<file path="src/rtl/core/glyph_pixel_store_top_assert.svh">
// assertion macros for the glyph pixel store, included by gps_back
`ifndef GLYPH_PIXEL_STORE_TOP_ASSERT_SVH
`define GLYPH_PIXEL_STORE_TOP_ASSERT_SVH

`ifndef SYNTHESIS

// same-cycle implication
`define GPS_ASSERT_IMP(name, clk, rst_n, ante, cons, msg) \
    name: assert property (@(posedge clk) disable iff (!rst_n) (ante) |-> (cons)) \
        else $error(msg);

// next-cycle implication
`define GPS_ASSERT_NXT(name, clk, rst_n, ante, cons, msg) \
    name: assert property (@(posedge clk) disable iff (!rst_n) (ante) |=> (cons)) \
        else $error(msg);

`else

`define GPS_ASSERT_IMP(name, clk, rst_n, ante, cons, msg)
`define GPS_ASSERT_NXT(name, clk, rst_n, ante, cons, msg)

`endif

`endif

</file>
<file path="src/rtl/core/gps_pkg.sv">
`default_nettype none

package gps_pkg;

    // default sizes
    localparam int STORE_BYTES_DEF = 16384;
    localparam int MAX_WIDTH_DEF   = 64;
    localparam int MAX_HEIGHT_DEF  = 64;

    // pixel format limits
    localparam int BPP_MAX  = 32;
    localparam int RGB_BPP  = 3 * 8;
    localparam int RGBA_BPP = 4 * 8;

    // byte offset width, bounded by the 7-bit size registers
    localparam int OFFSET_W = 18;

    // queue between front and back
    localparam int QUEUE_DEPTH = 2;
    localparam int QUEUE_PTR_W = $clog2(QUEUE_DEPTH);

    typedef enum logic [1:0] {
        LAYOUT_PLANES = 2'd0,
        LAYOUT_BYTES  = 2'd1,
        LAYOUT_RGB    = 2'd2,
        LAYOUT_RGBA   = 2'd3
    } layout_t;

    typedef enum logic [1:0] {
        CFG_WIDTH  = 2'd0,
        CFG_HEIGHT = 2'd1,
        CFG_BPP    = 2'd2,
        CFG_LAYOUT = 2'd3
    } cfg_index_t;

    typedef enum logic {
        CMD_READ  = 1'b0,
        CMD_WRITE = 1'b1
    } command_t;

    typedef enum logic [1:0] {
        STATUS_OK       = 2'd0,
        STATUS_RANGE    = 2'd1,
        STATUS_SETTINGS = 2'd2
    } status_t;

    typedef enum logic [1:0] {
        KIND_NONE  = 2'd0,
        KIND_PLANE = 2'd1,
        KIND_BYTES = 2'd2
    } kind_t;

    typedef enum logic [1:0] {
        FR_IDLE = 2'd0,
        FR_MUL1 = 2'd1,
        FR_MUL2 = 2'd2,
        FR_PUSH = 2'd3
    } front_state_t;

    typedef enum logic [2:0] {
        BK_CLEAR = 3'd0,
        BK_IDLE  = 3'd1,
        BK_READ  = 3'd2,
        BK_DATA  = 3'd3,
        BK_WRITE = 3'd4,
        BK_DONE  = 3'd5
    } back_state_t;

    typedef struct packed {
        command_t    command;
        logic [5:0]  column;
        logic [5:0]  row;
        logic [31:0] pixel_value;
    } item_t;

    typedef struct packed {
        logic [31:0] read_value;
        status_t     status;
    } result_t;

    typedef struct packed {
        logic [6:0] glyph_width;
        logic [6:0] glyph_height;
        logic [5:0] bits_per_pixel;
        layout_t    layout;
    } cfg_t;

    // one classified access handed from front to back
    typedef struct packed {
        kind_t                kind;
        logic                 write;
        logic                 big_endian;
        logic [5:0]           count;
        logic [4:0]           stride;
        logic [2:0]           bit_pos;
        logic [OFFSET_W-1:0]  offset;
        logic [31:0]          value;
        status_t              status;
    } entry_t;

endpackage

`default_nettype wire

</file>
<file path="src/rtl/core/gps_queue.sv">
`default_nettype none

module gps_queue
    import gps_pkg::*;
(
    input  wire logic   clk,
    input  wire logic   rst_n,
    input  wire logic   q_push,
    input  wire entry_t q_in,
    output logic        q_full,
    input  wire logic   q_pop,
    output entry_t      q_head,
    output logic        q_empty
);

    entry_t                 slots_reg [QUEUE_DEPTH];
    logic [QUEUE_PTR_W-1:0] wr_ptr_reg;
    logic [QUEUE_PTR_W-1:0] rd_ptr_reg;
    logic [QUEUE_PTR_W:0]   count_reg;
    logic                   do_push;
    logic                   do_pop;

    assign q_full  = (count_reg == (QUEUE_PTR_W+1)'(QUEUE_DEPTH));
    assign q_empty = (count_reg == '0);
    assign do_push = q_push && !q_full;
    assign do_pop  = q_pop && !q_empty;
    assign q_head  = slots_reg[rd_ptr_reg];

    // pointers and fill level
    always_ff @(posedge clk or negedge rst_n)
    begin
        if (!rst_n)
        begin
            wr_ptr_reg <= '0;
            rd_ptr_reg <= '0;
            count_reg  <= '0;
        end
        else
        begin
            if (do_push)
                wr_ptr_reg <= wr_ptr_reg + 1'b1;
            if (do_pop)
                rd_ptr_reg <= rd_ptr_reg + 1'b1;
            if (do_push && !do_pop)
                count_reg <= count_reg + 1'b1;
            else if (do_pop && !do_push)
                count_reg <= count_reg - 1'b1;
        end
    end

    // entry storage
    always_ff @(posedge clk)
    begin
        if (do_push)
            slots_reg[wr_ptr_reg] <= q_in;
    end

endmodule

`default_nettype wire

</file>
<file path="config.mk">
export PLATFORM = sky130hd
export DESIGN_NAME = gps_queue
export DESIGN_NICKNAME = d
export VERILOG_FILES = /design/src/rtl/core/glyph_pixel_store_top_assert.svh /design/src/rtl/core/gps_pkg.sv /design/src/rtl/core/gps_queue.sv
export SDC_FILE = /design/constraint.sdc
export NUM_CORES = 1
export LEC_CHECK = 0
export BUFFER_PORTS_ARGS = -buffer_cell sky130_fd_sc_hd__buf_4
export CORE_MARGIN = 3
export CORE_UTILIZATION = 32
export DETAILED_ROUTE_END_ITERATION = 6
export MAX_ROUTING_LAYER = met4
export PLACE_DENSITY = 0.59
export SYNTH_ARGS = -nofsm -noshare
export SYNTH_HDL_FRONTEND = slang
export SYNTH_SLANG_ARGS = --single-unit
</file>
<file path="constraint.sdc">
create_clock -name clk -period 5.1 [get_ports clk]
set_clock_uncertainty 0.1 [all_clocks]
set_input_delay 0.765 -clock clk [delete_from_list [all_inputs] [get_ports clk]]
set_output_delay 0.765 -clock clk [all_outputs]
set_load 0.005 [all_outputs]
</file>
==> impl_metrics.env, run 1 <==
export IMPL_dieArea_um2=19100
export IMPL_dp_cells=596
export IMPL_detailed_place_hpwl_um=6480
export IMPL_via_count=2630
export IMPL_synth_warnings=0
export IMPL_worstSetupPathType="reg -> out"
export IMPL_cts_resized=0
export IMPL_post_synth_num_cell_types=15
export IMPL_gr_usage_all_layers_pct=11.1
export IMPL_max_clock_freq_ghz=0.294
export IMPL_critPathMaxFanout=60
export IMPL_clk_insertion_delay_late_ns=0.41
export IMPL_synthesis_instances=237
export IMPL_drt_vias_per_instance=4.19
export IMPL_finalNonFillerCells=628
export IMPL_run_status="completed"
export IMPL_r2r_setup_slack_ns=2.77
export IMPL_critical_path_buffers_and_inverters=2
export IMPL_routed_wl_um=10100
export IMPL_synth_sequential_area_ratio_pct=76.9
export IMPL_hold_path_class="in -> async"
export IMPL_clk_transition_reported_paths_ns=0.06
export IMPL_worst_ep_required_time_ns=4.24
export IMPL_setup_violations_final=0
export IMPL_std_cell_rows=47
export IMPL_inserted_diodes=0
export IMPL_largest_reg_flops=140
export IMPL_drive_gt1_share_pct=60.5
export IMPL_r2r_start="count_reg[0]$_DFFE_PN0P_"
export IMPL_endpoint_of_the_worst_register_to_register_path="slots_reg[0][65]$_DFFE_PP_"
export IMPL_worst_path_max_stage_delay_ns=1.18
export IMPL_synthesis_area_um2=5600
export IMPL_timing_slew_headroom_pct=22.0
export IMPL_grt_overflow_total=0
export IMPL_tns_ns=0
export IMPL_static_leakage_power_uw=0.00296
export IMPL_synth_seq_cells=144
export IMPL_final_min_period_over_clock_period_pct=66.7
export IMPL_cts_path_max_buffers=2
export IMPL_holdBufCountCts=0
export IMPL_cts_sinks=144
export IMPL_pwr_density_cell_nw_per_um2=574
export IMPL_cts_root_buf="sky130_fd_sc_hd__clkbuf_16"
export IMPL_post_route_drc_count=0
export IMPL_cp_data_arrival_time_ns=2.53
export IMPL_largest_net_degree_at_the_start_of_global_routing=71
export IMPL_postSynthNetCount=312
export IMPL_core_area_um2=16900
export IMPL_drt_iter0_drc=120
export IMPL_timing_critical_path_slowest_stage_cell="sky130_fd_sc_hd__dfrtp_4"
export IMPL_firstDrtPassIters=4
export IMPL_vertical_die_dimension_um=138
export IMPL_most_numerous_cell_on_the_critical_path="sky130_fd_sc_hd__buf_4"
export IMPL_die_width_um=138
export IMPL_grt_first_pass_wirelength_um=15700
export IMPL_cp_start_kind="register"
export IMPL_cts_inserted_buffers=17
export IMPL_cts_tree="done"
export IMPL_nNetsFinal=470
export IMPL_post_drt_wl_per_cell_um=16.0
export IMPL_max_vdd_ir_drop_mv=0.303
export IMPL_report_final_slew_viol_count=0
export IMPL_max_slew_worst_pin_slew_ns=1.17
export IMPL_cp_top_family="flip-flops"
export IMPL_post_cts_setup_buffers=0
export IMPL_synth_to_layout_area_growth_pct=32.8
export IMPL_io_pins=146
export IMPL_synthesis_area_per_instance_um2=23.6
export IMPL_drv_max_cap_violation_count=0
export IMPL_cts_htree_levels=4
export IMPL_period_needed_ns=3.40
export IMPL_start_util_pct=33.2
export IMPL_r2r_cells=4
export IMPL_hold_violation_total_from_the_final_report=0
export IMPL_drtAntennaViolNets=0
export IMPL_cp_num_cells=3
export IMPL_port_buffers=145
export IMPL_rsz0062_at_grt="false"
export IMPL_timing_critical_path_to_type="primary output"
export IMPL_grt_pass1_vias=2986
export IMPL_grt_antenna_before_repair=0
export IMPL_path_cells="buf_4 -> mux2_4 -> buf_4"
export IMPL_routabilityCongestion=0.687
==> per-stage QoR <==
stage          area, um2  utilization [%]  setup WS (ns)  power, uW  hold slack (ns)
6_report            7440             44.1           1.70       4270           0.0393
5_1_grt             7440             44.1           1.59       4500           0.0144
4_1_cts             7440             44.1           1.64       4360           0.0108
3_5_place_dp        6860             40.6           2.11       3130            0.418
3_3_place_gp        6860             40.6           2.13       3110            0.408
2_1_floorplan       5600                -          0.724       2630            0.361
==> layer usage <==
metal	global-route usage, %	wire length, um
met1	12.4	4160
met2	17.7	5130
met3	4.28	609
met4	4.99	163
met5	-	0
==> power breakdown <==
group | internal, uW | switching (uW) | total, uW
logic | 802 | 432 | 1230
registers | 1620 | 205 | 1830
clock network | 765 | 444 | 1210
==> worst reg2reg max path, cell delays in order, from the launching register on <==
cell and delay (ns):
sky130_fd_sc_hd__dfrtp_1 0.43, sky130_fd_sc_hd__nand2b_1 0.17, sky130_fd_sc_hd__nand2_1 0.14, sky130_fd_sc_hd__nor2_4 0.82, sky130_fd_sc_hd__buf_12 0.33
==> layout make-up <==
cell class	instances	area (um2)
clock buffers	21	440
multi-input cells	83	1150
inverters	2	7.51
repair buffers	147	1120
clock inverters	11	140
fillers	1472	9440
flip-flops and latches	144	4310
well taps	220	275
==> cell usage after synthesis, drive strengths merged <==
cell type | n | area [um2]
ha | 1 | 12.5
buf | 8 | 151
xnor2 | 3 | 26.3
mux2 | 70 | 1050
nor2 | 3 | 11.3
nand2b | 1 | 6.26
inv | 2 | 7.51
nand2 | 1 | 3.75
o21ai | 1 | 5.00
xor2 | 2 | 17.5
dfrtp | 4 | 100
edfxtp | 140 | 4200
and3 | 1 | 6.26
==> cells by family after synthesis <==
group                    share of synthesized area (%)
adder cells (fa/ha/maj)                          0.223
multiplexers                                      18.7
buffers and inverters                             2.84
AO/OA/AOI/OAI                                   0.0893
XOR/XNOR                                         0.782
AND/OR/NAND/NOR                                  0.492
flip-flops                                        76.9
==> cells in the final DEF (no fill, tap or decap) <==
cell | Yosys | routed
sky130_fd_sc_hd__buf_12 | 7 | 1
sky130_fd_sc_hd__dfrtp_4 | 0 | 1
sky130_fd_sc_hd__inv_1 | 2 | 2
sky130_fd_sc_hd__bufinv_16 | 0 | 3
sky130_fd_sc_hd__xor2_1 | 2 | 2
sky130_fd_sc_hd__clkinvlp_4 | 0 | 3
sky130_fd_sc_hd__edfxtp_1 | 140 | 140
sky130_fd_sc_hd__mux2_4 | 69 | 69
sky130_fd_sc_hd__and3_4 | 0 | 1
sky130_fd_sc_hd__buf_4 | 0 | 146
sky130_fd_sc_hd__clkinv_4 | 0 | 1
sky130_fd_sc_hd__clkbuf_16 | 0 | 17
sky130_fd_sc_hd__clkinv_1 | 0 | 1
sky130_fd_sc_hd__dfrtp_1 | 4 | 3
sky130_fd_sc_hd__xnor2_1 | 3 | 3
sky130_fd_sc_hd__clkbuf_1 | 0 | 4
sky130_fd_sc_hd__ha_1 | 1 | 1
sky130_fd_sc_hd__nand2b_1 | 1 | 1
sky130_fd_sc_hd__nor2_1 | 3 | 2
sky130_fd_sc_hd__nand2_1 | 1 | 1
sky130_fd_sc_hd__mux2_2 | 1 | 1
sky130_fd_sc_hd__nor2_4 | 0 | 1
sky130_fd_sc_hd__clkinv_2 | 0 | 3
sky130_fd_sc_hd__o21ai_1 | 1 | 1
==> worst max path at each step <==
| stage | from | to | slack, ns |
|---|---|---|---|
| finish | rd_ptr_reg$_DFFE_PN0P_ | q_head[56] | 1.70 |
| global route | rd_ptr_reg$_DFFE_PN0P_ | q_head[10] | 1.59 |
| CTS | rd_ptr_reg$_DFFE_PN0P_ | q_head[56] | 1.64 |
| detailed placement | rd_ptr_reg$_DFFE_PN0P_ | q_head[10] | 2.11 |
| global placement | rd_ptr_reg$_DFFE_PN0P_ | q_head[56] | 2.13 |
| floorplan | q_push | slots_reg[0][0]$_DFFE_PP_ | 0.72 |
Power figures use the tool's default switching activity.
==> inputs of run 2 (changes only) <==
Settings changed: ABC_AREA set to 1, PLACE_DENSITY 0.59 to 0.6.
Clock period 5.1 ns to 2.8 ns, I/O delays scaled along.
==> run 2 against run 1 <==
Compared with the run above: hold slack gained 0.045 ns; via count grew 29%; sequential cell count is the same; global-route usage grew 0.74 points; area after synthesis grew 9.8%; count of clock-buffer cells in the layout shrank 4; critical endpoint is now q_head[63]; highest routed layer unchanged.
==> impl_metrics.env, run 2 <==
export IMPL_pwr_density_cell_nw_per_um2=1040
export IMPL_dieArea_um2=20900
export IMPL_r2r_cells=5
export IMPL_synth_async_reset_ratio_pct=2.78
export IMPL_comb_power_share_pct=36.8
export IMPL_rsz0062_at_grt="false"
export IMPL_inserted_diodes=0
export IMPL_clk_insertion_delay_late_ns=0.41
export IMPL_detailed_place_hpwl_um=7490
export IMPL_hold_path_end="slots_reg[1][52]$_DFFE_PP_"
export IMPL_post_synth_num_cell_types=20
export IMPL_synthesis_instances=397
export IMPL_cts_resized=0
export IMPL_static_leakage_power_uw=0.00340
export IMPL_worstSetupPathType="reg -> out"
export IMPL_most_numerous_cell_on_the_critical_path="sky130_fd_sc_hd__buf_4"
export IMPL_fill_cells=1719
export IMPL_nNetsFinal=632
export IMPL_grt_pass1_vias=3638
export IMPL_std_cell_rows=50
export IMPL_via_count=3399
export IMPL_r2r_start="count_reg[0]$_DFFE_PN0P_"
export IMPL_setup_violations_final=0
export IMPL_synth_top_area_share_pct=68.4
export IMPL_p_sw_uw=2770
export IMPL_ys_flop_type="sky130_fd_sc_hd__edfxtp_1"
export IMPL_worst_path_max_stage_delay_ns=0.65
export IMPL_max_clock_freq_ghz=0.410
export IMPL_post_route_drc_count=0
export IMPL_synth_edff_count=140
export IMPL_drtAntennaViolNets=0
export IMPL_cts_tree="done"
export IMPL_largest_reg_flops=140
export IMPL_drv_max_cap_violation_count=0
export IMPL_tns_ns=0
export IMPL_cp_top_family="buffers and inverters"
export IMPL_r2r_setup_slack_ns=1.05
export IMPL_power_switching_share_pct=33.1
export IMPL_synthesis_area_um2=6150
export IMPL_die_width_um=145
export IMPL_ys_top_cells_by_count="140 x sky130_fd_sc_hd__edfxtp_1, 78 x sky130_fd_sc_hd__nand2_1, 71 x sky130_fd_sc_hd__nand2_2"
export IMPL_cts_inserted_buffers=17
export IMPL_cts_sinks=144
export IMPL_vertical_die_dimension_um=145
export IMPL_regArea_um2=4310
export IMPL_hold_path_class="in -> reg"
export IMPL_synth_warnings=0
export IMPL_layout_setup_ws_ns=0.358
export IMPL_largest_net_degree_at_the_start_of_global_routing=72
export IMPL_cts_path_max_buffers=2
export IMPL_power_internal_uw=5600
export IMPL_critical_path_buffers_and_inverters=2
export IMPL_cts_root_buf="sky130_fd_sc_hd__clkbuf_16"
export IMPL_synth_sequential_area_ratio_pct=70.0
export IMPL_postSynthNetCount=472
export IMPL_synth_seq_cells=144
export IMPL_grt_first_pass_wirelength_um=18100
export IMPL_core_area_um2=18800
export IMPL_start_util_pct=32.7
export IMPL_clock_power_share_pct=25.0
export IMPL_critPathMaxFanout=71
export IMPL_io_pins=146
export IMPL_layout_commonest_cell="sky130_fd_sc_hd__buf_4"
export IMPL_drive_gt1_share_pct=58.5
export IMPL_synthMostInstantiatedCell="sky130_fd_sc_hd__edfxtp_1"
export IMPL_hold_path_cell_count=1
export IMPL_grt_antenna_before_repair=0
export IMPL_firstDrtPassIters=4
export IMPL_gr_usage_all_layers_pct=11.8
export IMPL_cp_num_cells=4
export IMPL_p_total_uw=8370
export IMPL_worst_ep_required_time_ns=2.28
export IMPL_cp_data_arrival_time_ns=1.92
export IMPL_commonest_cells_after_routing_fill_and_taps_aside="153 x sky130_fd_sc_hd__buf_4, 140 x sky130_fd_sc_hd__edfxtp_1, 78 x sky130_fd_sc_hd__nand2_1"
export IMPL_max_slew_worst_pin_slew_ns=0.797
export IMPL_drt_iter0_drc=97
export IMPL_hold_start="q_in[52]"
export IMPL_dp_slack_ns=0.732
export IMPL_timing_critical_path_to_type="primary output"
export IMPL_power_share_sequential_pct=38.2
export IMPL_synth_to_layout_area_growth_pct=30.3
export IMPL_post_drt_wl_per_cell_um=14.3
export IMPL_timing_critical_path_slowest_stage_cell="sky130_fd_sc_hd__buf_4"
export IMPL_synth_top_cell_by_area="sky130_fd_sc_hd__edfxtp_1"
export IMPL_hold_violation_total_from_the_final_report=0
export IMPL_cts_htree_levels=4
export IMPL_port_buffers=145
export IMPL_synthesis_area_per_instance_um2=15.5
export IMPL_synth_area_leaders="sky130_fd_sc_hd__edfxtp_1 68%, sky130_fd_sc_hd__nand2_4 13%, sky130_fd_sc_hd__nand2_2 7.2%, sky130_fd_sc_hd__nand2_1 4.8%, sky130_fd_sc_hd__buf_12 2.3%"
export IMPL_multi_input_area_um2=1620
export IMPL_grt_overflow_total=0
export IMPL_path_cells="buf_4 -> nand2_1 -> nand2_2 -> buf_4"
export IMPL_drt_vias_per_instance=4.24
export IMPL_endpoint_of_the_worst_register_to_register_path="slots_reg[0][1]$_DFFE_PP_"
export IMPL_period_needed_ns=2.44
export IMPL_clk_transition_reported_paths_ns=0.06
export IMPL_run_status="completed"
export IMPL_final_min_period_over_clock_period_pct=87.2
export IMPL_report_final_slew_viol_count=0
export IMPL_timing_slew_headroom_pct=46.9
export IMPL_cp_start_kind="register"
export IMPL_routabilityCongestion=0.716
export IMPL_max_vdd_ir_drop_mv=0.497
export IMPL_routed_wl_um=11500
## run 2: changes by cell type after synthesis, sizes merged, moves of 2 or more
cell	previous run	this run
buf	8	15
inv	2	8
mux2	70	0
nand2	1	219
xnor2	3	1
xor2	2	0
## run 2: kinds of logic after synthesis
| logic type | share of synthesized area, % |
|---|---|
| buf+inv | 3.73 |
| xor+xnor | 0.143 |
| flops | 70.0 |
| fa+ha+maj | 0.204 |
| simple gates | 25.7 |
| compound gates | 0.163 |
## run 2: how the worst max path moves through the flow
stage / from / to / slack, ns
finish: rd_ptr_reg$_DFFE_PN0P_ / q_head[63] / 0.36
global route: rd_ptr_reg$_DFFE_PN0P_ / q_head[59] / 0.15
floorplan: count_reg[0]$_DFFE_PN0P_ / slots_reg[0][0]$_DFFE_PP_ / 0.25
detailed placement: rd_ptr_reg$_DFFE_PN0P_ / q_head[63] / 0.73
CTS: rd_ptr_reg$_DFFE_PN0P_ / q_head[63] / 0.27
global placement: rd_ptr_reg$_DFFE_PN0P_ / q_head[2] / 0.76
## run 2: area by class of cell
cell class | instances | area share, %
sequential | 144 | 53.7
tap | 234 | 3.66
timing repair buffer | 156 | 15.0
clock inverter | 13 | 1.55
multi-input combinational | 230 | 20.2
inverter | 8 | 0.547
clock buffer | 17 | 5.31
## run 2: power by group through the flow
stage	Combinational (uW)	Sequential (uW)	Clock [uW]
final	3080	3190	2100
after global routing	3420	3240	2260
after CTS	3190	3200	2160
after detailed placement	3170	3240	0
after global placement	3130	3220	0
after floorplan	2010	3220	0
## run 2: through the flow
stage	cell area [um2]	hold slack [ns]	std cells	utilization, %
floorplan	6150	0.0244	397	-
global placement	7450	0.120	771	39.7
detailed placement	7450	0.124	771	39.7
CTS	8010	0.0611	802	42.7
global route	8010	0.0609	802	42.7
finish	8010	0.0842	802	42.7
## run 2: repair_timing
action                     in CTS  in global routing
hold endpoints to repair        4                  0
setup endpoints to repair       0                  0
buffers inserted                0                  0
hold buffers                    1                  0
## run 2: metal layers
metal	vias up	track usage, %	routed length [um]	part of all wire [%]
li1	1654	-	-	-
met1	1634	13.4	4700	41
met2	95	19.6	5960	52
met3	16	3.67	614	5.4
met4	0	4.71	189	1.6
met5	-	-	0	0
