## config.mk

```make
export PLATFORM = sky130hd
export DESIGN_NAME = gps_front
export DESIGN_NICKNAME = d
export VERILOG_FILES = /design/src/rtl/core/glyph_pixel_store_top_assert.svh /design/src/rtl/core/gps_pkg.sv /design/src/rtl/core/gps_front.sv
export SDC_FILE = /design/constraint.sdc
export NUM_CORES = 1
export LEC_CHECK = 0
export BUFFER_PORTS_ARGS = -buffer_cell sky130_fd_sc_hd__buf_2
export CAP_MARGIN = 20
export CELL_PAD_IN_SITES_DETAIL_PLACEMENT = 2
export CELL_PAD_IN_SITES_GLOBAL_PLACEMENT = 2
export CORE_MARGIN = 2
export CORE_UTILIZATION = 40
export DETAILED_ROUTE_END_ITERATION = 12
export PLACE_DENSITY = 0.78
export SETUP_SLACK_MARGIN = 0.02
export SKIP_CTS_REPAIR_TIMING = 1
export SLEW_MARGIN = 5
export SYNTH_ARGS = -nofsm -noshare
export SYNTH_HDL_FRONTEND = slang
export SYNTH_SLANG_ARGS = --single-unit
```

## constraint.sdc

```tcl
create_clock -name clk -period 6.8 [get_ports clk]
set_input_delay 0.68 -clock clk [delete_from_list [all_inputs] [get_ports clk]]
set_output_delay 0.68 -clock clk [all_outputs]
set_load 0.1 [all_outputs]
```

## src/rtl/core/glyph_pixel_store_top_assert.svh

```systemverilog
// assertion macros for the glyph pixel store, included by gps_back
`ifndef GLYPH_PIXEL_STORE_TOP_ASSERT_SVH
`define GLYPH_PIXEL_STORE_TOP_ASSERT_SVH

`ifndef SYNTHESIS

// same-cycle implication
`define GPS_ASSERT_IMP(name, clk, rst_n, ante, cons, msg) \
    name: assert property (@(posedge clk) disable iff (!rst_n) (ante) |-> (cons)) \
        else $error(msg);

// next-cycle implication
`define GPS_ASSERT_NXT(name, clk, rst_n, ante, cons, msg) \
    name: assert property (@(posedge clk) disable iff (!rst_n) (ante) |=> (cons)) \
        else $error(msg);

`else

`define GPS_ASSERT_IMP(name, clk, rst_n, ante, cons, msg)
`define GPS_ASSERT_NXT(name, clk, rst_n, ante, cons, msg)

`endif

`endif

```

## src/rtl/core/gps_pkg.sv

```systemverilog
`default_nettype none

package gps_pkg;

    // default sizes
    localparam int STORE_BYTES_DEF = 16384;
    localparam int MAX_WIDTH_DEF   = 64;
    localparam int MAX_HEIGHT_DEF  = 64;

    // pixel format limits
    localparam int BPP_MAX  = 32;
    localparam int RGB_BPP  = 3 * 8;
    localparam int RGBA_BPP = 4 * 8;

    // byte offset width, bounded by the 7-bit size registers
    localparam int OFFSET_W = 18;

    // queue between front and back
    localparam int QUEUE_DEPTH = 2;
    localparam int QUEUE_PTR_W = $clog2(QUEUE_DEPTH);

    typedef enum logic [1:0] {
        LAYOUT_PLANES = 2'd0,
        LAYOUT_BYTES  = 2'd1,
        LAYOUT_RGB    = 2'd2,
        LAYOUT_RGBA   = 2'd3
    } layout_t;

    typedef enum logic [1:0] {
        CFG_WIDTH  = 2'd0,
        CFG_HEIGHT = 2'd1,
        CFG_BPP    = 2'd2,
        CFG_LAYOUT = 2'd3
    } cfg_index_t;

    typedef enum logic {
        CMD_READ  = 1'b0,
        CMD_WRITE = 1'b1
    } command_t;

    typedef enum logic [1:0] {
        STATUS_OK       = 2'd0,
        STATUS_RANGE    = 2'd1,
        STATUS_SETTINGS = 2'd2
    } status_t;

    typedef enum logic [1:0] {
        KIND_NONE  = 2'd0,
        KIND_PLANE = 2'd1,
        KIND_BYTES = 2'd2
    } kind_t;

    typedef enum logic [1:0] {
        FR_IDLE = 2'd0,
        FR_MUL1 = 2'd1,
        FR_MUL2 = 2'd2,
        FR_PUSH = 2'd3
    } front_state_t;

    typedef enum logic [2:0] {
        BK_CLEAR = 3'd0,
        BK_IDLE  = 3'd1,
        BK_READ  = 3'd2,
        BK_DATA  = 3'd3,
        BK_WRITE = 3'd4,
        BK_DONE  = 3'd5
    } back_state_t;

    typedef struct packed {
        command_t    command;
        logic [5:0]  column;
        logic [5:0]  row;
        logic [31:0] pixel_value;
    } item_t;

    typedef struct packed {
        logic [31:0] read_value;
        status_t     status;
    } result_t;

    typedef struct packed {
        logic [6:0] glyph_width;
        logic [6:0] glyph_height;
        logic [5:0] bits_per_pixel;
        layout_t    layout;
    } cfg_t;

    // one classified access handed from front to back
    typedef struct packed {
        kind_t                kind;
        logic                 write;
        logic                 big_endian;
        logic [5:0]           count;
        logic [4:0]           stride;
        logic [2:0]           bit_pos;
        logic [OFFSET_W-1:0]  offset;
        logic [31:0]          value;
        status_t              status;
    } entry_t;

endpackage

`default_nettype wire

```

## src/rtl/core/gps_front.sv

```systemverilog
`default_nettype none

module gps_front
    import gps_pkg::*;
#(
    parameter int STORE_BYTES = STORE_BYTES_DEF,
    parameter int MAX_WIDTH   = MAX_WIDTH_DEF,
    parameter int MAX_HEIGHT  = MAX_HEIGHT_DEF
) (
    input  wire logic   clk,
    input  wire logic   rst_n,
    input  wire cfg_t   cfg,
    input  wire logic   hold,
    input  wire logic   push,
    output logic        full,
    input  wire item_t  item,
    output logic        q_push,
    input  wire logic   q_full,
    output entry_t      q_entry
);

    front_state_t state_reg, state_next;

    logic                cmd_reg;
    logic [5:0]          x_reg;
    logic [5:0]          y_reg;
    logic [31:0]         value_reg;

    logic [4:0]          pb_reg;
    logic [3:0]          n_reg;
    logic [10:0]         xpb_reg;
    logic [12:0]         xh_reg;
    logic [11:0]         pw_reg;
    logic [10:0]         nw_reg;
    logic                cfg_ok_reg;
    logic                range_ok_reg;

    logic [OFFSET_W-1:0] base_plane_reg;
    logic [OFFSET_W-1:0] base_byte_reg;
    logic [OFFSET_W-1:0] size_reg;

    logic [4:0]          pb;
    logic [3:0]          n;
    logic                cfg_ok;
    logic                range_ok;
    logic                size_ok;
    logic                accept;
    status_t             status;

    // plane stride and bytes per pixel
    always_comb
    begin
        pb = 5'((9'(cfg.glyph_height) + 9'd7) >> 3);
        case (cfg.layout)
            LAYOUT_RGB:  n = 4'd3;
            LAYOUT_RGBA: n = 4'd4;
            default:     n = 4'((7'(cfg.bits_per_pixel) + 7'd7) >> 3);
        endcase
    end

    // settings and position checks
    always_comb
    begin
        cfg_ok = (cfg.glyph_width != 7'd0)
              && (32'(cfg.glyph_width) <= MAX_WIDTH)
              && (cfg.glyph_height != 7'd0)
              && (32'(cfg.glyph_height) <= MAX_HEIGHT)
              && (cfg.bits_per_pixel != 6'd0)
              && (32'(cfg.bits_per_pixel) <= BPP_MAX)
              && !(cfg.layout == LAYOUT_RGB && 32'(cfg.bits_per_pixel) != RGB_BPP)
              && !(cfg.layout == LAYOUT_RGBA && 32'(cfg.bits_per_pixel) != RGBA_BPP);
        range_ok = (7'(x_reg) < cfg.glyph_width) && (7'(y_reg) < cfg.glyph_height);
        size_ok  = 32'(size_reg) <= STORE_BYTES;
    end

    // next state
    always_comb
    begin
        state_next = state_reg;
        unique case (state_reg)
            FR_IDLE: if (accept) state_next = FR_MUL1;
            FR_MUL1: state_next = FR_MUL2;
            FR_MUL2: state_next = FR_PUSH;
            FR_PUSH: if (!q_full) state_next = FR_IDLE;
        endcase
    end

    // outputs
    always_comb
    begin
        full    = 1'b1;
        q_push  = 1'b0;
        unique case (state_reg)
            FR_IDLE: full = hold;
            FR_MUL1: full = 1'b1;
            FR_MUL2: full = 1'b1;
            FR_PUSH: q_push = !q_full;
        endcase
    end

    assign accept = push && !full;

    // classify the access
    always_comb
    begin
        if (!cfg_ok_reg || !size_ok)
            status = STATUS_SETTINGS;
        else if (!range_ok_reg)
            status = STATUS_RANGE;
        else
            status = STATUS_OK;

        q_entry.status     = status;
        q_entry.write      = (cmd_reg == CMD_WRITE);
        q_entry.value      = value_reg;
        q_entry.bit_pos    = 3'd7 - y_reg[2:0];
        q_entry.big_endian = (cfg.layout != LAYOUT_BYTES);
        if (cfg.layout == LAYOUT_PLANES)
        begin
            q_entry.kind   = KIND_PLANE;
            q_entry.offset = base_plane_reg;
            q_entry.count  = cfg.bits_per_pixel;
            q_entry.stride = pb_reg;
        end
        else
        begin
            q_entry.kind   = KIND_BYTES;
            q_entry.offset = base_byte_reg;
            q_entry.count  = 6'(n_reg);
            q_entry.stride = 5'd1;
        end
        if (status != STATUS_OK)
            q_entry.kind = KIND_NONE;
    end

    // state register
    always_ff @(posedge clk or negedge rst_n)
    begin
        if (!rst_n)
            state_reg <= FR_IDLE;
        else
            state_reg <= state_next;
    end

    // item capture and address arithmetic
    always_ff @(posedge clk)
    begin
        if (accept)
        begin
            cmd_reg   <= item.command;
            x_reg     <= item.column;
            y_reg     <= item.row;
            value_reg <= item.pixel_value;
        end
        if (state_reg == FR_MUL1)
        begin
            pb_reg       <= pb;
            n_reg        <= n;
            xpb_reg      <= 11'(x_reg) * 11'(pb);
            xh_reg       <= 13'(x_reg) * 13'(cfg.glyph_height);
            pw_reg       <= 12'(pb) * 12'(cfg.glyph_width);
            nw_reg       <= 11'(n) * 11'(cfg.glyph_width);
            cfg_ok_reg   <= cfg_ok;
            range_ok_reg <= range_ok;
        end
        if (state_reg == FR_MUL2)
        begin
            base_plane_reg <= OFFSET_W'(xpb_reg) * OFFSET_W'(pb_reg == 5'd0 ? 6'd0 : cfg.bits_per_pixel)
                            + OFFSET_W'(y_reg[5:3]);
            base_byte_reg  <= (OFFSET_W'(y_reg) + OFFSET_W'(xh_reg)) * OFFSET_W'(n_reg);
            if (cfg.layout == LAYOUT_PLANES)
                size_reg <= OFFSET_W'(pw_reg) * OFFSET_W'(cfg.bits_per_pixel);
            else
                size_reg <= OFFSET_W'(nw_reg) * OFFSET_W'(cfg.glyph_height);
        end
    end

endmodule

`default_nettype wire

```

==> flow_metrics.tcl, run 1 <==
set metrics [dict create \
    status "complete, no violations" \
    place_congestion 0.845 \
    clock_path_buffers 2 \
    async_flop_share_pct 1.26 \
    r2r-start "pb_reg[3]" \
    cp-start-kind "register" \
    ioPinCount 144 \
    hold_violations 0 \
    synth.ff_latch_count 159 \
    r2r-end "base_plane_reg[17]" \
    ctsRootBufferMaster "clkbuf_16" \
    yosysWarnings 0 \
    synthFlopType "edfxtp_1" \
    numPlacedInstances 2593 \
    holdPathEnd "x_reg[5]" \
    startpoint "pb_reg[3]" \
    antenna_found_initial 0 \
    ant_nets 0 \
    setup_viol 0 \
    min_path_cells 1 \
    drc 0 \
    drt_iter0_markers 568 \
    fin_setup_tns_ps 0 \
    r2r_cells 17 \
    endpoint_kind "register" \
    syn_nets 2390 \
    antenna_cells 0 \
    netlist.top_cell.by_area "edfxtp_1" \
    regArea_um2 4760 \
    yosysTopAreaCellShare_pct 25.1 \
    clock_latency_ps 490 \
    cp.arrival_ps 6010 \
    die_y_um 221 \
    multi_input_area_um2 12900 \
    chipWidth_um 221 \
    nFillCells 4945 \
    syn2layout_area_growth_pct 10.4 \
    grt_setup_unrepaired "no" \
    grt_overflow_total 0 \
    final_util_pct 44.7 \
    wire_per_inst_um 21.3 \
    wl_um 55900 \
    core_area_um2 46500 \
    numCtsBuffers 17 \
    min_period_over_period_pct 83.8 \
    routed_via_density 5.33 \
    slew_viol_final 0 \
    synth.distinct_cells 67 \
    layout.nets 2510 \
    period_needed_ps 5700 \
    worstPathMaxFanout 11 \
    drtPass1Iterations 5 \
    synthTopCellsByArea "edfxtp_1 25%, fa_1 22%, ha_1 15%" \
    maxSlewHeadroom_pct 32.8 \
    clock_skew_ps 14.0 \
    holdCritPathClass "in2reg" \
    holdWs_ps 360 \
    critical_path_class "reg2reg" \
    drive_gt1_share_pct 11.6 \
    route.vias.total 14000 \
    grt_pass1_wl_um 89700 \
    htree_levels 4 \
    grtUsageTotal_pct 24.2 \
    max_slew.worst_pin.slew_ps 1000 \
    cts_tree "yes" \
    drv_cap 0 \
    ys_seq_area_share_pct 25.3 \
    syn_inst 1886 \
    reg2reg_setup_slack_ps 1100 \
    fp.dieArea_um2 48700 \
    rows 79 \
    fmax_ghz 0.175 \
    cts_sinks 159 \
    largest_reg_flops 32 \
    required_ps 7110 \
    path_clk_slew_ps 80 \
    min_from "item[43]" \
    start_util_pct 40.5 \
    syn_avg_cell_area_um2 9.97 \
    place_hpwl_um 45500 \
    grt_pass1_vias 16100 \
    synth_edf_count 157 \
    io_buffers 143 \
    grt_max_degree 59 \
    synth_area_um2 18800 \
    final_cells 2626 \
]
==> synthesized netlist by cell type (27+ instances only) <==
cell type / instances
xnor2_1: 61
and2_1: 193
o21ai_0: 45
a21oi_1: 59
ha_1: 227
xor2_1: 29
edfxtp_1: 157
inv_1: 246
clkbuf_1: 49
a21o_1: 33
nand2_1: 222
mux2_2: 27
nor2_1: 75
nor2b_1: 29
fa_1: 205
==> layout make-up <==
class | count | area share, %
Inverter | 249 | 4.50
Tap cell | 607 | 3.66
Sequential cell | 159 | 23.0
Clock inverter | 14 | 0.699
Multi-Input combinational cell | 1423 | 62.2
Timing Repair Buffer | 156 | 3.91
Clock buffer | 18 | 2.07
==> cells by family after synthesis <==
kind of cell,after synthesis,share of synthesized area (%)
muxes,38,2.20
and+or+nand+nor,632,17.0
adders and majority gates,432,36.9
xor gates and xnor gates,90,4.19
DFF,159,25.3
AOI/OAI and AO/OA,231,8.19
buffers and inverters,304,6.10
==> placed cells by master (no fill, tap or decap), drive strengths merged, types with 18 or more instances in the layout <==
cell type and n:
nor2 75, nand2b 24, nor3 23, and2 193, edfxtp 157, nor2b 29, ha 227, clkbuf 18
o21a 18, buf 155, a21o 34, o21ai 47, a21oi 59, inv 256, xor2 29, nand2 222
mux2 27, xnor2 61, fa 205
==> critical path: stages, from the launching register on <==
cell	delay [ps]
edfxtp_1	380
or4_1	560
nor2_1	360
nor2b_1	240
and2_1	240
fa_1	530
inv_1	50
fa_1	530
inv_1	50
fa_1	430
ha_1	280
ha_1	330
o21a_2	160
a211oi_2	330
nor3_2	120
o41ai_4	360
or4b_1	480
o311ai_1	100
==> metal layers <==
layer | share of wire, % | wire, µm | global-route usage (%) | vias to the layer above
met1 | 44 | 24700 | 30.2 | 7245
li1 | - | - | - | 6485
met3 | 2.9 | 1610 | 3.33 | 57
met5 | 0 | 0 | 0 | -
met2 | 51 | 28400 | 43.2 | 198
met4 | 2.2 | 1220 | 7.22 | 0
==> how the worst max path moves through the flow <==
stage	end	slack, ps
after floorplan	size_reg[12]	1500
after global placement	base_plane_reg[17]	1220
after detailed placement	base_plane_reg[17]	1030
after CTS	base_plane_reg[17]	1060
after global routing	base_plane_reg[17]	800
final	base_plane_reg[17]	1100
==> stage by stage <==
step | area [µm²] | setup WS (ps)
after floorplan | 18800 | 1500
after global placement | 20200 | 1220
after detailed placement | 20200 | 1030
after CTS | 20700 | 1060
after global routing | 20700 | 801
final | 20700 | 1100
Power of run 1 is left out: the tool's default activity adds up to more than one toggle a clock period on the data nets, which glitch-free logic cannot reach.
==> run 2: changes to the inputs <==
--- a/config.mk
+++ b/config.mk
@@ -10,9 +10,9 @@
 export CELL_PAD_IN_SITES_DETAIL_PLACEMENT = 2
 export CELL_PAD_IN_SITES_GLOBAL_PLACEMENT = 2
 export CORE_MARGIN = 2
-export CORE_UTILIZATION = 40
+export CORE_UTILIZATION = 37
 export DETAILED_ROUTE_END_ITERATION = 12
-export PLACE_DENSITY = 0.78
+export PLACE_DENSITY = 0.76
 export SETUP_SLACK_MARGIN = 0.02
 export SKIP_CTS_REPAIR_TIMING = 1
 export SLEW_MARGIN = 5
==> constraint.sdc (replaced) <==
create_clock -name clk -period 4.9 [get_ports clk]
set_input_delay 0.49 -clock clk [delete_from_list [all_inputs] [get_ports clk]]
set_output_delay 0.49 -clock clk [all_outputs]
set_load 0.1 [all_outputs]
==> run 2 against run 1 <==
  * The run now ends with setup timing left
  * Hold slack lost 200 ps
  * Non-clock buffer count grew 170
  * Register-to-register slack worse by 1400 ps
  * Worst setup slack lost 1400 ps
  * Highest routed layer unchanged
==> flow_metrics.tcl, run 2 (synthesis gave the netlist of run 1 again) <==
set metrics [dict create \
    cts_sinks 159 \
    cp.arrival_ps 5540 \
    path_clk_slew_ps 90 \
    final_common_cell "inv_1" \
    required_ps 5210 \
    cp-start-kind "register" \
    wl_met2_um 35000 \
    ant_nets 0 \
    syn2layout_area_growth_pct 22.0 \
    cts_tree "yes" \
    fmax_ghz 0.191 \
    grt_setup_unrepaired "yes" \
    route.vias.total 14900 \
    holdCritPathClass "in2reg" \
    start_util_pct 37.5 \
    grt_pass1_wl_um 96900 \
    status "complete, but fails checks" \
    place_area_um2 21400 \
    fp.dieArea_um2 52600 \
    clock_skew_ps 19.7 \
    worstPathMaxFanout 7 \
    place_congestion 0.846 \
    nFillCells 5219 \
    slew_viol_final 0 \
    rows 82 \
    met3_length_um 1760 \
    antenna_found_initial 0 \
    die_y_um 229 \
    routed_via_density 5.21 \
    max_slew.worst_pin.slew_ps 891 \
    ctsRootBufferMaster "clkbuf_16" \
    min_period_over_period_pct 107 \
    r2r_cells 18 \
    drive_gt1_share_pct 23.3 \
    place_hpwl_um 48600 \
    clock_path_buffers 2 \
    chipWidth_um 229 \
    ioPinCount 144 \
    io_buffers 143 \
    setup_viol 9 \
    htree_levels 4 \
    wl_um 65100 \
    numCtsBuffers 17 \
    drt_iter0_markers 588 \
    core_area_um2 50200 \
    grtUsageTotal_pct 23.8 \
    dp_slack_ps -343 \
    grt_overflow_total 0 \
    met1_length_um 26500 \
    critical_path_class "reg2reg" \
    layout.nets 2680 \
    period_needed_ps 5240 \
    grt_max_degree 59 \
    hold_violations 0 \
    drc 0 \
    maxSlewHeadroom_pct 40.5 \
    drv_cap 0 \
    violations "setup timing" \
    holdWs_ps 158 \
    min_path_cells 1 \
    wire_per_inst_um 22.7 \
    grt_pass1_vias 17200 \
    antenna_cells 0 \
    endpoint_kind "register" \
    setup_ws_ps -335 \
    largest_reg_flops 32 \
    finalInstanceArea_um2 22900 \
    drtPass1Iterations 5 \
    clock_latency_ps 500 \
    highest_layer "met4" \
    final_cell_mix "240 x inv_1, 221 x nand2_1, 205 x ha_1" \
    final_util_pct 45.7 \
]
==> run 2: routing by layer <==
layer  vias up  track usage [%]
met3        80             3.52
met4         0             7.35
met1      7768             28.7
met2       241             43.5
li1       6823                -
met5         -                0
==> run 2: path summary, 6_finish.rpt <==
| kind | start | to | slack [ps] |
|---|---|---|---|
| setup / recovery | pb_reg[0] | base_plane_reg[17] | -340 |
| hold / removal | item[42] | x_reg[4] | 160 |
| setup reg to reg | pb_reg[0] | base_plane_reg[17] | -340 |
| hold reg to reg | state_reg[0] | state_reg[0] | 690 |
| max in group asynchronous | rst_n | state_reg[1] | 4490 |
| min in group asynchronous | rst_n | state_reg[0] | 320 |
==> run 2: worst max-delay path: stages (launching register included) <==
cell      delay (ps)
edfxtp_1         400
or4_4            560
nor2_4           200
buf_6            140
nor2b_4           60
and2_4           150
fa_1             580
inv_2             60
fa_1             520
inv_1             60
fa_1             530
ha_4             220
ha_4             250
o21a_4           140
a211oi_4         290
nor3_4            70
o41ai_4          240
or4b_1           470
o311ai_1         100
==> run 2: through the flow <==
step,TNS [ps],instances
3_5_place_dp,-2720,2793
3_3_place_gp,-216,2792
6_report,-1380,2861
4_1_cts,-3540,2825
5_1_grt,-3200,2861
2_1_floorplan,-32.3,1886
==> run 2: cell type report <==
class | count | area, µm² | share of cell area [%]
clock buffers | 17 | 425 | 1.85
clock inverters | 15 | 206 | 0.900
inverters | 249 | 938 | 4.09
multi-input cells | 1423 | 13600 | 59.4
flip-flops and latches | 159 | 4760 | 20.8
well taps | 672 | 841 | 3.67
repair buffers | 326 | 2140 | 9.32
Power of run 2 is left out for the same reason.
==> run 3: changes to the inputs <==
--- a/config.mk
+++ b/config.mk
@@ -10,10 +10,9 @@
 export CELL_PAD_IN_SITES_DETAIL_PLACEMENT = 2
 export CELL_PAD_IN_SITES_GLOBAL_PLACEMENT = 2
 export CORE_MARGIN = 2
-export CORE_UTILIZATION = 37
+export CORE_UTILIZATION = 35
 export DETAILED_ROUTE_END_ITERATION = 12
-export PLACE_DENSITY = 0.76
-export SETUP_SLACK_MARGIN = 0.02
+export PLACE_DENSITY = 0.73
 export SKIP_CTS_REPAIR_TIMING = 1
 export SLEW_MARGIN = 5
 export SYNTH_ARGS = -nofsm -noshare
==> run 3 against run 2 <==
  * The flow still finishes with violations (setup timing)
  * Die area increased by 5.6%
  * Non-clock buffer count decreased by 17
  * First-iteration DRC count is 20% lower
  * Hold slack better by 5.3 ps
  * Critical endpoint unchanged
  * Largest cell class unchanged
  * Highest routed layer is now met5
==> flow_metrics.tcl, run 3 (synthesis gave the netlist of run 1 again) <==
set metrics [dict create \
    status "complete, but fails checks" \
    violations "setup timing" \
    route.vias.total 14600 \
    maxSlewHeadroom_pct 31.9 \
    path_cells "or4_4 -> nor2_4 -> buf_12 -> nor2b_4 -> and2_1 -> fa_1 -> fa_1 -> fa_1 -> ha_4 -> ha_4 -> a21o_1 -> a211oi_2 -> nand2_2 -> o41ai_4 -> or4b_4 -> o311ai_2" \
    layout.nets 2664 \
    critPathSlowestCell "fa_1" \
    required_ps 5210 \
    holdWs_ps 163 \
    setup_viol 5 \
    place_area_um2 21300 \
    drv_cap 0 \
    cp-start-kind "register" \
    finalInstanceArea_um2 22700 \
    antenna_found_initial 2 \
    worstPathMaxFanout 9 \
    grtUsageTotal_pct 22.1 \
    start_util_pct 35.6 \
    antenna_cells 0 \
    max_slew.worst_pin.slew_ps 1010 \
    htree_levels 4 \
    grt_max_degree 59 \
    die_y_um 236 \
    cp.arrival_ps 5450 \
    grt_pass1_wl_um 95400 \
    numCtsBuffers 17 \
    endpoint_kind "register" \
    drive_gt1_share_pct 22.4 \
    grt_pass1_vias 17100 \
    nFillCells 5675 \
    rows 84 \
    drtPass1Iterations 4 \
    setup_ws_ps -246 \
    fp.dieArea_um2 55600 \
    wl_um 60500 \
    cts_sinks 159 \
    regArea_um2 4760 \
    hold_violations 0 \
    path_clk_slew_ps 80 \
    ant_nets 0 \
    ctsRootBufferMaster "clkbuf_16" \
    clock_path_buffers 2 \
    holdCritPathClass "in2reg" \
    grt_overflow_total 0 \
    place_congestion 0.816 \
    final_common_cell "inv_1" \
    clock_latency_ps 500 \
    final_cell_mix "240 x inv_1, 221 x nand2_1, 209 x ha_1" \
    min_period_over_period_pct 105 \
    cpPeakStageDelay_ps 600 \
    drt_iter0_markers 468 \
    place_hpwl_um 48200 \
    ioPinCount 144 \
    period_needed_ps 5150 \
    critical_path_class "reg2reg" \
    io_buffers 143 \
    fmax_ghz 0.194 \
    core_area_um2 52900 \
    routed_via_density 5.10 \
    largest_reg_flops 32 \
    chipWidth_um 236 \
    grt_setup_unrepaired "yes" \
    clock_skew_ps 17.9 \
    wire_per_inst_um 21.1 \
    slew_viol_final 0 \
    cp_common_cell "fa_1" \
    syn2layout_area_growth_pct 20.7 \
    cts_tree "yes" \
    multi_input_area_um2 13500 \
    drc 0 \
    dp_slack_ps -356 \
]
run 3: area by class of cell:
cell class	count	share of cell area, %
multi-input combinational	1424	59.6
sequential	159	21.0
timing repair buffer	309	8.76
inverter	249	4.14
tap	688	3.79
clock buffer	17	1.88
clock inverter	15	0.811
run 3: worst max-delay path, delay by kind of cell (launching register included):
| kind | cells | cell delay, ps |
|---|---|---|
| DFF | 1 | 410 |
| adders and majority gates | 5 | 2020 |
| AOI/OAI and AO/OA | 4 | 800 |
| and+or+nand+nor | 6 | 1560 |
| buffers and inverters | 1 | 150 |
run 3: path summary, 6_finish.rpt:
check / startpoint / to / slack (ps) / cells past startpoint
min reg2reg: state_reg[1] / state_reg[1] / 680 / 2
max reg2reg: pb_reg[3] / base_plane_reg[17] / -250 / 16
min: item[22] / value_reg[22] / 160 / 1
min in group asynchronous: rst_n / state_reg[0] / 350 / 2
max in group asynchronous: rst_n / state_reg[1] / 4450 / 2
max: pb_reg[3] / base_plane_reg[17] / -250 / 16
run 3: stage by stage:
stage	cells	util, %	TNS, ps
final	2861	42.9	-462
after global routing	2861	42.9	-1900
after CTS	2836	41.5	-2700
after detailed placement	2804	40.4	-3140
after global placement	2804	40.4	-292
after floorplan	1886	-	-32.3
run 3: layer usage:
metal | track usage (%) | share of wire (%) | up-vias
met5 | 0 | 0.018 | -
met4 | 6.50 | 2.5 | 2
met3 | 2.87 | 2.3 | 69
met2 | 40.3 | 52 | 187
met1 | 27.0 | 43 | 7526
li1 | - | - | 6798
Power of run 3 is left out for the same reason.
